<file path="src/rtl/pwcr_pkg.sv">
`default_nettype none
// ----------------------------------------------------------------------------
// pwcr_pkg
// types, register indexes and colour helpers for the waveform column renderer
// ----------------------------------------------------------------------------
package pwcr_pkg;

  // largest half height of a column in rows
  localparam logic [5:0] MaxHalfHeight = 6'd32;
  // largest decimation factor per channel
  localparam logic [6:0] MaxPickSkip   = 7'd64;

  // configuration register indexes
  typedef enum logic [2:0] {
    REG_HALF_HEIGHT    = 3'd0,
    REG_SAMPLE_MODE    = 3'd1,
    REG_CHANNEL_COUNT  = 3'd2,
    REG_PICK_SKIP      = 3'd3,
    REG_DRAW_COLOR     = 3'd4,
    REG_BORDER_COLOR   = 3'd5,
    REG_CENTER_COLOR   = 3'd6,
    REG_BACKDROP_COLOR = 3'd7
  } cfg_reg_t;

  // which scaling a kept sample goes through
  typedef enum logic [1:0] {
    SCALE_U8  = 2'd0,
    SCALE_POS = 2'd1,
    SCALE_NEG = 2'd2
  } scale_kind_t;

  // rgb888 to rgb565 by keeping the top bits of each channel
  function automatic logic [15:0] to565(input logic [23:0] c);
    to565 = {c[23:19], c[15:10], c[7:3]};
  endfunction

endpackage
`default_nettype wire

</file>
<file path="src/rtl/pcm_waveform_column_renderer_unit.sv">
`default_nettype none
// ----------------------------------------------------------------------------
// pcm_waveform_column_renderer_unit
// decimates a pcm stream and draws each kept sample as a column of rgb565 rows
// ----------------------------------------------------------------------------
// pipeline: a kept sample passes stage 1, stage 2, the row emitter and the
//   output register; rows then follow one per cycle while out_stall is low
// throughput: a sample is taken every cycle unless in_stall is high; a kept
//   sample holds the row emitter until its last row has been loaded out
// reset: synchronous, active high; configuration registers return to their
//   defaults, decimation state and all stage valids clear
module pcm_waveform_column_renderer_unit
  import pwcr_pkg::*;
(
  input  wire logic               clk,
  input  wire logic               rst,
  // sample channel
  input  wire logic               in_valid,
  output logic                    in_stall,
  input  wire logic signed [15:0] sample,
  input  wire logic               packet_start,
  input  wire logic        [15:0] packet_samples,
  // pixel channel
  output logic                    out_valid,
  input  wire logic               out_stall,
  output logic             [5:0]  row,
  output logic             [15:0] pixel_color,
  output logic                    last_row,
  // configuration write channel
  input  wire logic               cfg_valid,
  output logic                    cfg_ready,
  input  wire logic        [2:0]  cfg_index,
  input  wire logic        [23:0] cfg_data
);

  // --------------------------------------------------------------------------
  // configuration registers
  // --------------------------------------------------------------------------
  logic [5:0]  half_height;
  logic        sample_mode;
  logic [1:0]  channel_count;
  logic [6:0]  pick_skip;
  logic [23:0] draw_color;
  logic [23:0] border_color;
  logic [23:0] center_color;
  logic [23:0] backdrop_color;

  // writes are always taken
  assign cfg_ready = 1'b1;

  always_ff @(posedge clk) begin
    if (rst) begin
      half_height    <= 6'd32;
      sample_mode    <= 1'b1;
      channel_count  <= 2'd2;
      pick_skip      <= 7'd4;
      draw_color     <= 24'd65535;
      border_color   <= 24'd13882323;
      center_color   <= 24'd14745599;
      backdrop_color <= 24'd0;
    end else if (cfg_valid && cfg_ready) begin
      unique case (cfg_reg_t'(cfg_index))
        REG_HALF_HEIGHT:    half_height    <= cfg_data[5:0];
        REG_SAMPLE_MODE:    sample_mode    <= cfg_data[0];
        REG_CHANNEL_COUNT:  channel_count  <= cfg_data[1:0];
        REG_PICK_SKIP:      pick_skip      <= cfg_data[6:0];
        REG_DRAW_COLOR:     draw_color     <= cfg_data;
        REG_BORDER_COLOR:   border_color   <= cfg_data;
        REG_CENTER_COLOR:   center_color   <= cfg_data;
        REG_BACKDROP_COLOR: backdrop_color <= cfg_data;
      endcase
    end
  end

  // out-of-range settings fold back into range
  logic [5:0] h_eff;
  logic [6:0] skip_eff;
  logic       two_ch;
  logic [8:0] step;

  always_comb begin
    priority if (half_height == 6'd0)        h_eff = 6'd1;
    else if (half_height > MaxHalfHeight)    h_eff = MaxHalfHeight;
    else                                     h_eff = half_height;

    priority if (pick_skip == 7'd0)          skip_eff = 7'd1;
    else if (pick_skip > MaxPickSkip)        skip_eff = MaxPickSkip;
    else                                     skip_eff = pick_skip;

    // channel count 0 acts as one channel, 3 as two
    two_ch = channel_count[1];
    // step = skip * channels, doubled for byte samples; never above 256
    step = {2'b00, skip_eff} << ({1'b0, two_ch} + {1'b0, ~sample_mode});
  end

  // rgb565 forms of the palette
  logic [15:0] draw565, border565, center565, back565;
  assign draw565   = to565(draw_color);
  assign border565 = to565(border_color);
  assign center565 = to565(center_color);
  assign back565   = to565(backdrop_color);

  // --------------------------------------------------------------------------
  // pipeline flow control
  // --------------------------------------------------------------------------
  logic s1_valid, s2_valid, em_valid;
  logic [5:0] row_cnt;
  logic [5:0] last_cnt;
  logic out_load, em_done, em_free, s2_go, s2_free, s1_go, s1_free;
  logic in_take;

  assign last_cnt = 6'({h_eff, 1'b0} - 7'd1);
  assign out_load = em_valid && (!out_valid || !out_stall);
  assign em_done  = out_load && (row_cnt == last_cnt);
  assign em_free  = !em_valid || em_done;
  assign s2_go    = s2_valid && em_free;
  assign s2_free  = !s2_valid || s2_go;
  assign s1_go    = s1_valid && s2_free;
  assign s1_free  = !s1_valid || s1_go;
  assign in_stall = !s1_free;
  assign in_take  = in_valid && !in_stall;

  // --------------------------------------------------------------------------
  // decimation, evaluated on every accepted transaction
  // --------------------------------------------------------------------------
  logic [15:0] sample_index, sample_index_next;
  logic [8:0]  pick_countdown, pick_countdown_next;
  logic [15:0] idx_eff;
  logic [8:0]  cd_eff;
  logic        keep;

  always_comb begin
    // a packet start restarts the group count at this sample
    idx_eff = packet_start ? 16'd0 : sample_index;
    cd_eff  = packet_start ? 9'd0  : pick_countdown;
    // candidate only drawn when its whole group lies inside the packet
    keep = (cd_eff == 9'd0) &&
           (({1'b0, idx_eff} + {8'd0, step}) <= {1'b0, packet_samples});
    pick_countdown_next = (cd_eff == 9'd0) ? (step - 9'd1) : (cd_eff - 9'd1);
    // index saturates at the top
    sample_index_next = (idx_eff == 16'hFFFF) ? idx_eff : (idx_eff + 16'd1);
  end

  always_ff @(posedge clk) begin
    if (rst) begin
      sample_index   <= 16'd0;
      pick_countdown <= 9'd0;
    end else if (in_take) begin
      sample_index   <= sample_index_next;
      pick_countdown <= pick_countdown_next;
    end
  end

  // --------------------------------------------------------------------------
  // stage 1: multiplier operands of the kept sample
  // --------------------------------------------------------------------------
  logic [15:0]  s1_a;
  logic [5:0]   s1_b;
  scale_kind_t  s1_kind;
  logic [15:0]  op_a;
  logic [5:0]   op_b;
  scale_kind_t  op_kind;
  logic [15:0]  raw;

  always_comb begin
    raw = sample;
    priority if (!sample_mode) begin
      // byte sample scaled by 2H-1 over 255
      op_a    = {8'd0, raw[7:0]};
      op_b    = last_cnt;
      op_kind = SCALE_U8;
    end else if (!raw[15]) begin
      // positive word scaled by H-1 over 32767
      op_a    = {1'b0, raw[14:0]};
      op_b    = h_eff - 6'd1;
      op_kind = SCALE_POS;
    end else begin
      // magnitude of a negative word scaled by H over 32768
      op_a    = ~raw + 16'd1;
      op_b    = h_eff;
      op_kind = SCALE_NEG;
    end
  end

  always_ff @(posedge clk) begin
    if (rst) begin
      s1_valid <= 1'b0;
    end else if (s1_free) begin
      s1_valid <= in_take && keep;
    end
  end

  always_ff @(posedge clk) begin
    if (s1_free) begin
      s1_a    <= op_a;
      s1_b    <= op_b;
      s1_kind <= op_kind;
    end
  end

  // --------------------------------------------------------------------------
  // stage 2: registered product
  // --------------------------------------------------------------------------
  logic [21:0]  s2_prod;
  scale_kind_t  s2_kind;

  always_ff @(posedge clk) begin
    if (rst) begin
      s2_valid <= 1'b0;
    end else if (s2_free) begin
      s2_valid <= s1_go;
    end
  end

  always_ff @(posedge clk) begin
    if (s1_go) begin
      s2_prod <= s1_a * {10'd0, s1_b};
      s2_kind <= s1_kind;
    end
  end

  // division by constants: reciprocal-style correction, exact for these ranges
  logic [15:0] t8;
  logic [20:0] tpos;
  logic [5:0]  bar_mag;
  logic        bar_neg;
  logic        bar_u8;

  always_comb begin
    t8   = 16'(s2_prod[14:0]) + 16'(s2_prod[14:8]) + 16'd1;
    tpos = 21'(s2_prod[19:0]) + 21'(s2_prod[19:15]) + 21'd1;
    bar_neg = 1'b0;
    bar_u8  = 1'b0;
    unique case (s2_kind)
      SCALE_U8: begin
        bar_mag = t8[13:8];
        bar_u8  = 1'b1;
      end
      SCALE_POS: bar_mag = tpos[20:15];
      SCALE_NEG: begin
        bar_mag = s2_prod[20:15];
        bar_neg = 1'b1;
      end
      default:   bar_mag = 6'd0;
    endcase
  end

  // --------------------------------------------------------------------------
  // row emitter: while out_stall is low, one row of the column per cycle
  // --------------------------------------------------------------------------
  logic [5:0] em_mag;
  logic       em_neg;
  logic       em_u8;

  always_ff @(posedge clk) begin
    if (rst) begin
      em_valid <= 1'b0;
      row_cnt  <= 6'd0;
    end else if (s2_go) begin
      em_valid <= 1'b1;
      row_cnt  <= 6'd0;
    end else if (em_done) begin
      em_valid <= 1'b0;
    end else if (out_load) begin
      row_cnt  <= row_cnt + 6'd1;
    end
  end

  always_ff @(posedge clk) begin
    if (s2_go) begin
      em_mag <= bar_mag;
      em_neg <= bar_neg;
      em_u8  <= bar_u8;
    end
  end

  // colour of the current row; sums kept in 8 bits so nothing goes negative
  logic [7:0]  r8, h8, m8;
  logic [15:0] row_color;

  always_comb begin
    r8 = {2'b00, row_cnt};
    h8 = {2'b00, h_eff};
    m8 = {2'b00, em_mag};
    if (em_u8) begin
      // bottom row is the centre line, bar grows upward from it
      priority if (row_cnt == last_cnt)          row_color = center565;
      else if ((r8 + 8'd1 + m8) >= (h8 << 1))    row_color = draw565;
      else if (row_cnt == 6'd0)                  row_color = border565;
      else                                       row_color = back565;
    end else begin
      // centre line at row H-1, positive bar above it, negative bar below
      priority if (!em_neg && (em_mag != 6'd0) &&
                   ((r8 + 8'd1 + m8) >= h8) && ((r8 + 8'd2) <= h8))
        row_color = draw565;
      else if (em_neg && (r8 >= h8) && ((r8 + 8'd1) <= (h8 + m8)))
        row_color = draw565;
      else if ((r8 + 8'd1) == h8)
        row_color = center565;
      else if ((row_cnt == 6'd0) || (row_cnt == last_cnt))
        row_color = border565;
      else
        row_color = back565;
    end
  end

  // --------------------------------------------------------------------------
  // output register
  // --------------------------------------------------------------------------
  always_ff @(posedge clk) begin
    if (rst) begin
      out_valid <= 1'b0;
    end else if (out_load) begin
      out_valid <= 1'b1;
    end else if (!out_stall) begin
      out_valid <= 1'b0;
    end
  end

  always_ff @(posedge clk) begin
    if (out_load) begin
      row         <= row_cnt;
      pixel_color <= row_color;
      last_row    <= (row_cnt == last_cnt);
    end
  end

endmodule
`default_nettype wire
</file>
<file path="config.mk">
export PLATFORM = sky130hd
export DESIGN_NAME = pcm_waveform_column_renderer_unit
export DESIGN_NICKNAME = d
export VERILOG_FILES = /design/src/rtl/pwcr_pkg.sv /design/src/rtl/pcm_waveform_column_renderer_unit.sv
export SDC_FILE = /design/constraint.sdc
export NUM_CORES = 1
export LEC_CHECK = 0
export BUFFER_PORTS_ARGS = -buffer_cell sky130_fd_sc_hd__clkbuf_2
export CAP_MARGIN = 10
export CORE_MARGIN = 3
export CORE_UTILIZATION = 50
export CTS_CLUSTER_DIAMETER = 60
export CTS_CLUSTER_SIZE = 16
export DETAILED_ROUTE_END_ITERATION = 10
export PLACE_DENSITY_LB_ADDON = 0.15
export SLEW_MARGIN = 10
export SYNTH_ARGS = -nofsm -noshare
export SYNTH_HDL_FRONTEND = slang
export SYNTH_SLANG_ARGS = --single-unit
</file>
<file path="constraint.sdc">
create_clock -name clk -period 7.05 [get_ports clk]
set_input_delay 1.0575 -clock clk [delete_from_list [all_inputs] [get_ports clk]]
set_output_delay 1.0575 -clock clk [all_outputs]
set_load 0.02 [all_outputs]
</file>
==> metrics.md <==
| Metric | Value |
|---|---|
| Total Die Area | `31600 sq um` |
| Vias/cell | `5.69` |
| Post-synthesis compound-gate area fraction | `16.4%` |
| Setup crit end kind | `flop` |
| Reg-to-Reg Start | `sample_mode` |
| Hold buffer count at CTS | `0` |
| Slew @ Worst Pin | `1.02 ns` |
| RSZ-0062 raised after global routing | `false` |
| # DRC | `0` |
| Distinct cells, synth | `86` |
| Avg Cell Area, Syn | `8.72 sq um` |
| Setup Skew | `0.0210 ns` |
| Placed cell count | `2102` |
| Simple-gate share of the synthesized area | `17.8%` |
| Drt first pass iters | `6` |
| Sequential cell area | `4620 sq um` |
| Finished Layout Cells | `2134` |
| Hold depth | `0` |
| Adder-Cell Fraction of Synth Area | `17.7%` |
| Yosys warns | `0` |
| Row cnt | `62` |
| Top delay family on crit path | `compound AO/OA/AOI/OAI gates` |
| CP Cell Sequence | `inv_1 -> ha_1 -> mux2_2 -> a21oi_1 -> nand2_1 -> ha_1 -> a21oi_1 -> o21bai_1 -> a2111oi_0 -> nor4_1 -> o21ai_0 -> xor2_1 -> nor2_1 -> ha_1 -> nand4_1 -> or4_1 -> o221a_2 -> o32ai_1` |
| CTS Root Cell | `clkbuf_16` |
| CP Class | `flop to flop` |
| Max H-tree Level | `4` |
| Dpl hpwl | `25.2 mm` |
| Clock sinks | `192` |
| Cell area after synthesis | `14700 sq um` |
| Outcome | `completed` |
| Worst reg2reg path depth | `18` |
| Fillcell total | `2664` |
| Ys async rst share | `0%` |
| Antenna diode count | `0` |
| Die height | `178 microns` |
| Final Wtd Congestion | `0.862` |
| Critical path startpoint category | `flop` |
| Most frequent cell on the critical path | `ha_1` |
| Min Hold Slack | `0.432 ns` |
| CTS tree | `yes` |
| Sequential-to-total area share from yosys stat | `31.4%` |
| Peak VDD IR | `0.145 mV` |
| Final worst path period share | `80.4%` |
| Post-synth EDFFs | `78` |
| Max Fanout on Critical Path | `16` |
| First-pass GRT wire length | `58.4 mm` |
| Initial Utilization | `51.1%` |
| PortBufs | `84` |
| Final WL | `34.7 mm` |
| CTS clock-pin slew for the worst setup and hold paths | `0.10 ns` |
| Area growth syn-to-layout | `9.65%` |
| DR WL/cell | `16.3 microns` |
| Core area | `28900 sq um` |
| FMAX | `176 MHz` |
| Largest family of logic cells by synthesized area | `simple AND/OR/NAND/NOR gates` |
| Die width | `178 microns` |
| Area occupied by multi-input gates | `9270 sq um` |
| Syn nets | `1929` |
| Cts repair resizes | `0` |
| Place WS | `1.44 ns` |
| CP Buf/Inv Count | `1` |
| Worst endpoint data arrival time | `6.04 ns` |
| Reg-to-reg slack, setup | `1.38 ns` |
| Final setup TNS | `0 ns` |
| Worst path required time | `7.42 ns` |
| Max-cap violations | `0` |
| Tmin final | `5.67 ns` |
| Antenna violations before repair | `0` |
| Routed vias | `12100` |
| Largest net degree at the start of global routing | `54` |
| Nets | `1975` |
| Slowest stage delay, CP | `0.75 ns` |
| Fin. max-slew vios | `0` |
| Vias in the first global route | `11900` |
| Share of layout cells above drive strength 1 | `10.2%` |
| R2R Path End | `s1_valid` |
| # setup viols final | `0` |
| Top_reg_cell synth | `dfxtp_1` |
| GRT overflow | `0` |
| Syn Inst Count | `1691` |
| Postcts setup bufs | `0` |
| Total CTS buffers | `17` |
| Final setup margin | `1.38 ns` |
| Worst slew margin | `31.8%` |
| Final Hold Vio Count | `0` |
| Pwr Density | `245 nW/um^2` |
| HP Class | `flop to flop` |
| Drt initial violations | `841` |
| GRT Util Overall | `22.5%` |
| Io pins | `91` |
| CTS Buffer Depth | `2` |
| Synthesized flop and latch total | `192` |
| Final ANT Viol Nets | `0` |
| Sink of the worst hold path | `s2_kind[0]` |
| Synth Area in XOR/XNOR | `5.32%` |
| P_leak | `7.06 nW` |
| Mux contribution to synthesized area | `5.33%` |
| Hold path start | `s1_kind[0]` |
| Skew-Pair Late Insertion Delay | `0.45 ns` |
| Worst path slowest cell | `a2111oi_0` |
## report_power, final
| group | total, W | internal, W | leakage (nW) | switching (W) |
|---|---|---|---|---|
| logic | 0.00149 | 0.000672 | 5.06 | 0.000817 |
| registers | 0.00142 | 0.00132 | 1.68 | 0.000106 |
| clock network | 0.00106 | 0.000507 | 0.314 | 0.000549 |
## logic make-up (layout without fill, tap and decap cells)
family                   Yosys count  after routing
flip-flops                       192            192
XOR/XNOR                          88             88
AO/OA/AOI/OAI                    362            362
multiplexers                      76             76
other                              1              1
buffers and inverters            231            290
AND/OR/NAND/NOR                  568            568
adder cells (fa/ha/maj)          173            173
## worst max path at each step
| stage | cells after the start | from | slack (ns) | endpoint |
|---|---|---|---|---|
| after floorplan | 18 | packet_start | 1.85 | s1_valid |
| final | 18 | sample_mode | 1.38 | s1_valid |
| after CTS | 18 | sample_mode | 1.43 | s1_valid |
| after detailed placement | 18 | sample_mode | 1.44 | s1_valid |
| after global placement | 18 | sample_mode | 1.50 | s1_valid |
| after global routing | 18 | sample_mode | 1.03 | s1_valid |
## cell usage after synthesis (56+ instances only)
master / number / area share (%)
dfxtp_1: 114 / 15
o211ai_1: 57 / 2.9
inv_1: 153 / 3.9
nor2_1: 115 / 2.9
ha_1: 114 / 9.7
fa_1: 59 / 8.0
nand2_1: 256 / 6.5
mux2i_1: 56 / 3.8
edfxtp_1: 78 / 16
xnor2_1: 58 / 3.4
clkbuf_1: 60 / 1.5
a21oi_1: 107 / 3.6
## routing by layer
metal,track usage (%),share of wire [%]
met1,30.6,46
met2,38.5,48
met3,2.80,4.9
met4,5.17,1.5
met5,0,0
## sequential cells by signal, summed over array words and instances, names as in the netlist, 7 cells and up
register,cells
s2_prod,21
backdrop_color,16
border_color,16
center_color,16
draw_color,16
pixel_color,16
s1_a,16
sample_index,16
pick_countdown,9
pick_skip,7
## cells in the final DEF (no fill, tap or decap), types with 6 or more instances in the layout
cell type / n
xor2_1: 29
nor2_1: 114
a22oi_1: 6
and3_1: 9
or4_1: 7
fa_1: 59
a21o_1: 16
a21oi_1: 107
nor3_1: 21
inv_1: 153
or2_2: 7
o21ai_0: 49
clkbuf_2: 84
o311ai_0: 15
nand4_1: 14
buf_4: 16
nand2_1: 256
nor4_1: 8
a211o_1: 8
dfxtp_1: 114
a211oi_1: 11
nand3_1: 33
a31oi_1: 9
and2_1: 27
o21a_1: 19
xnor2_1: 58
nand2b_1: 12
o21bai_1: 6
mux2_2: 20
nor2b_1: 30
o211ai_1: 57
or3_1: 6
ha_1: 114
edfxtp_1: 78
clkbuf_16: 17
o31ai_1: 8
mux2i_1: 56
## through the flow
stage / utilization [%] / instance area, sq um / power, W
after floorplan: - / 14700 / 0.00260
after global placement: 53.8 / 15500 / 0.00289
after detailed placement: 53.8 / 15500 / 0.00293
after CTS: 56.0 / 16200 / 0.00400
after global routing: 56.0 / 16200 / 0.00427
final: 56.0 / 16200 / 0.00397
## layout make-up
type,count,share of cell area [%]
Clock buffer,17,2.63
Clock inverter,15,1.42
Inverter,158,3.70
Multi-Input combinational cell,1268,57.3
Sequential cell,192,28.6
Tap cell,384,2.97
Timing Repair Buffer,100,3.34
Note: power is estimated with default switching activity, not from simulation.
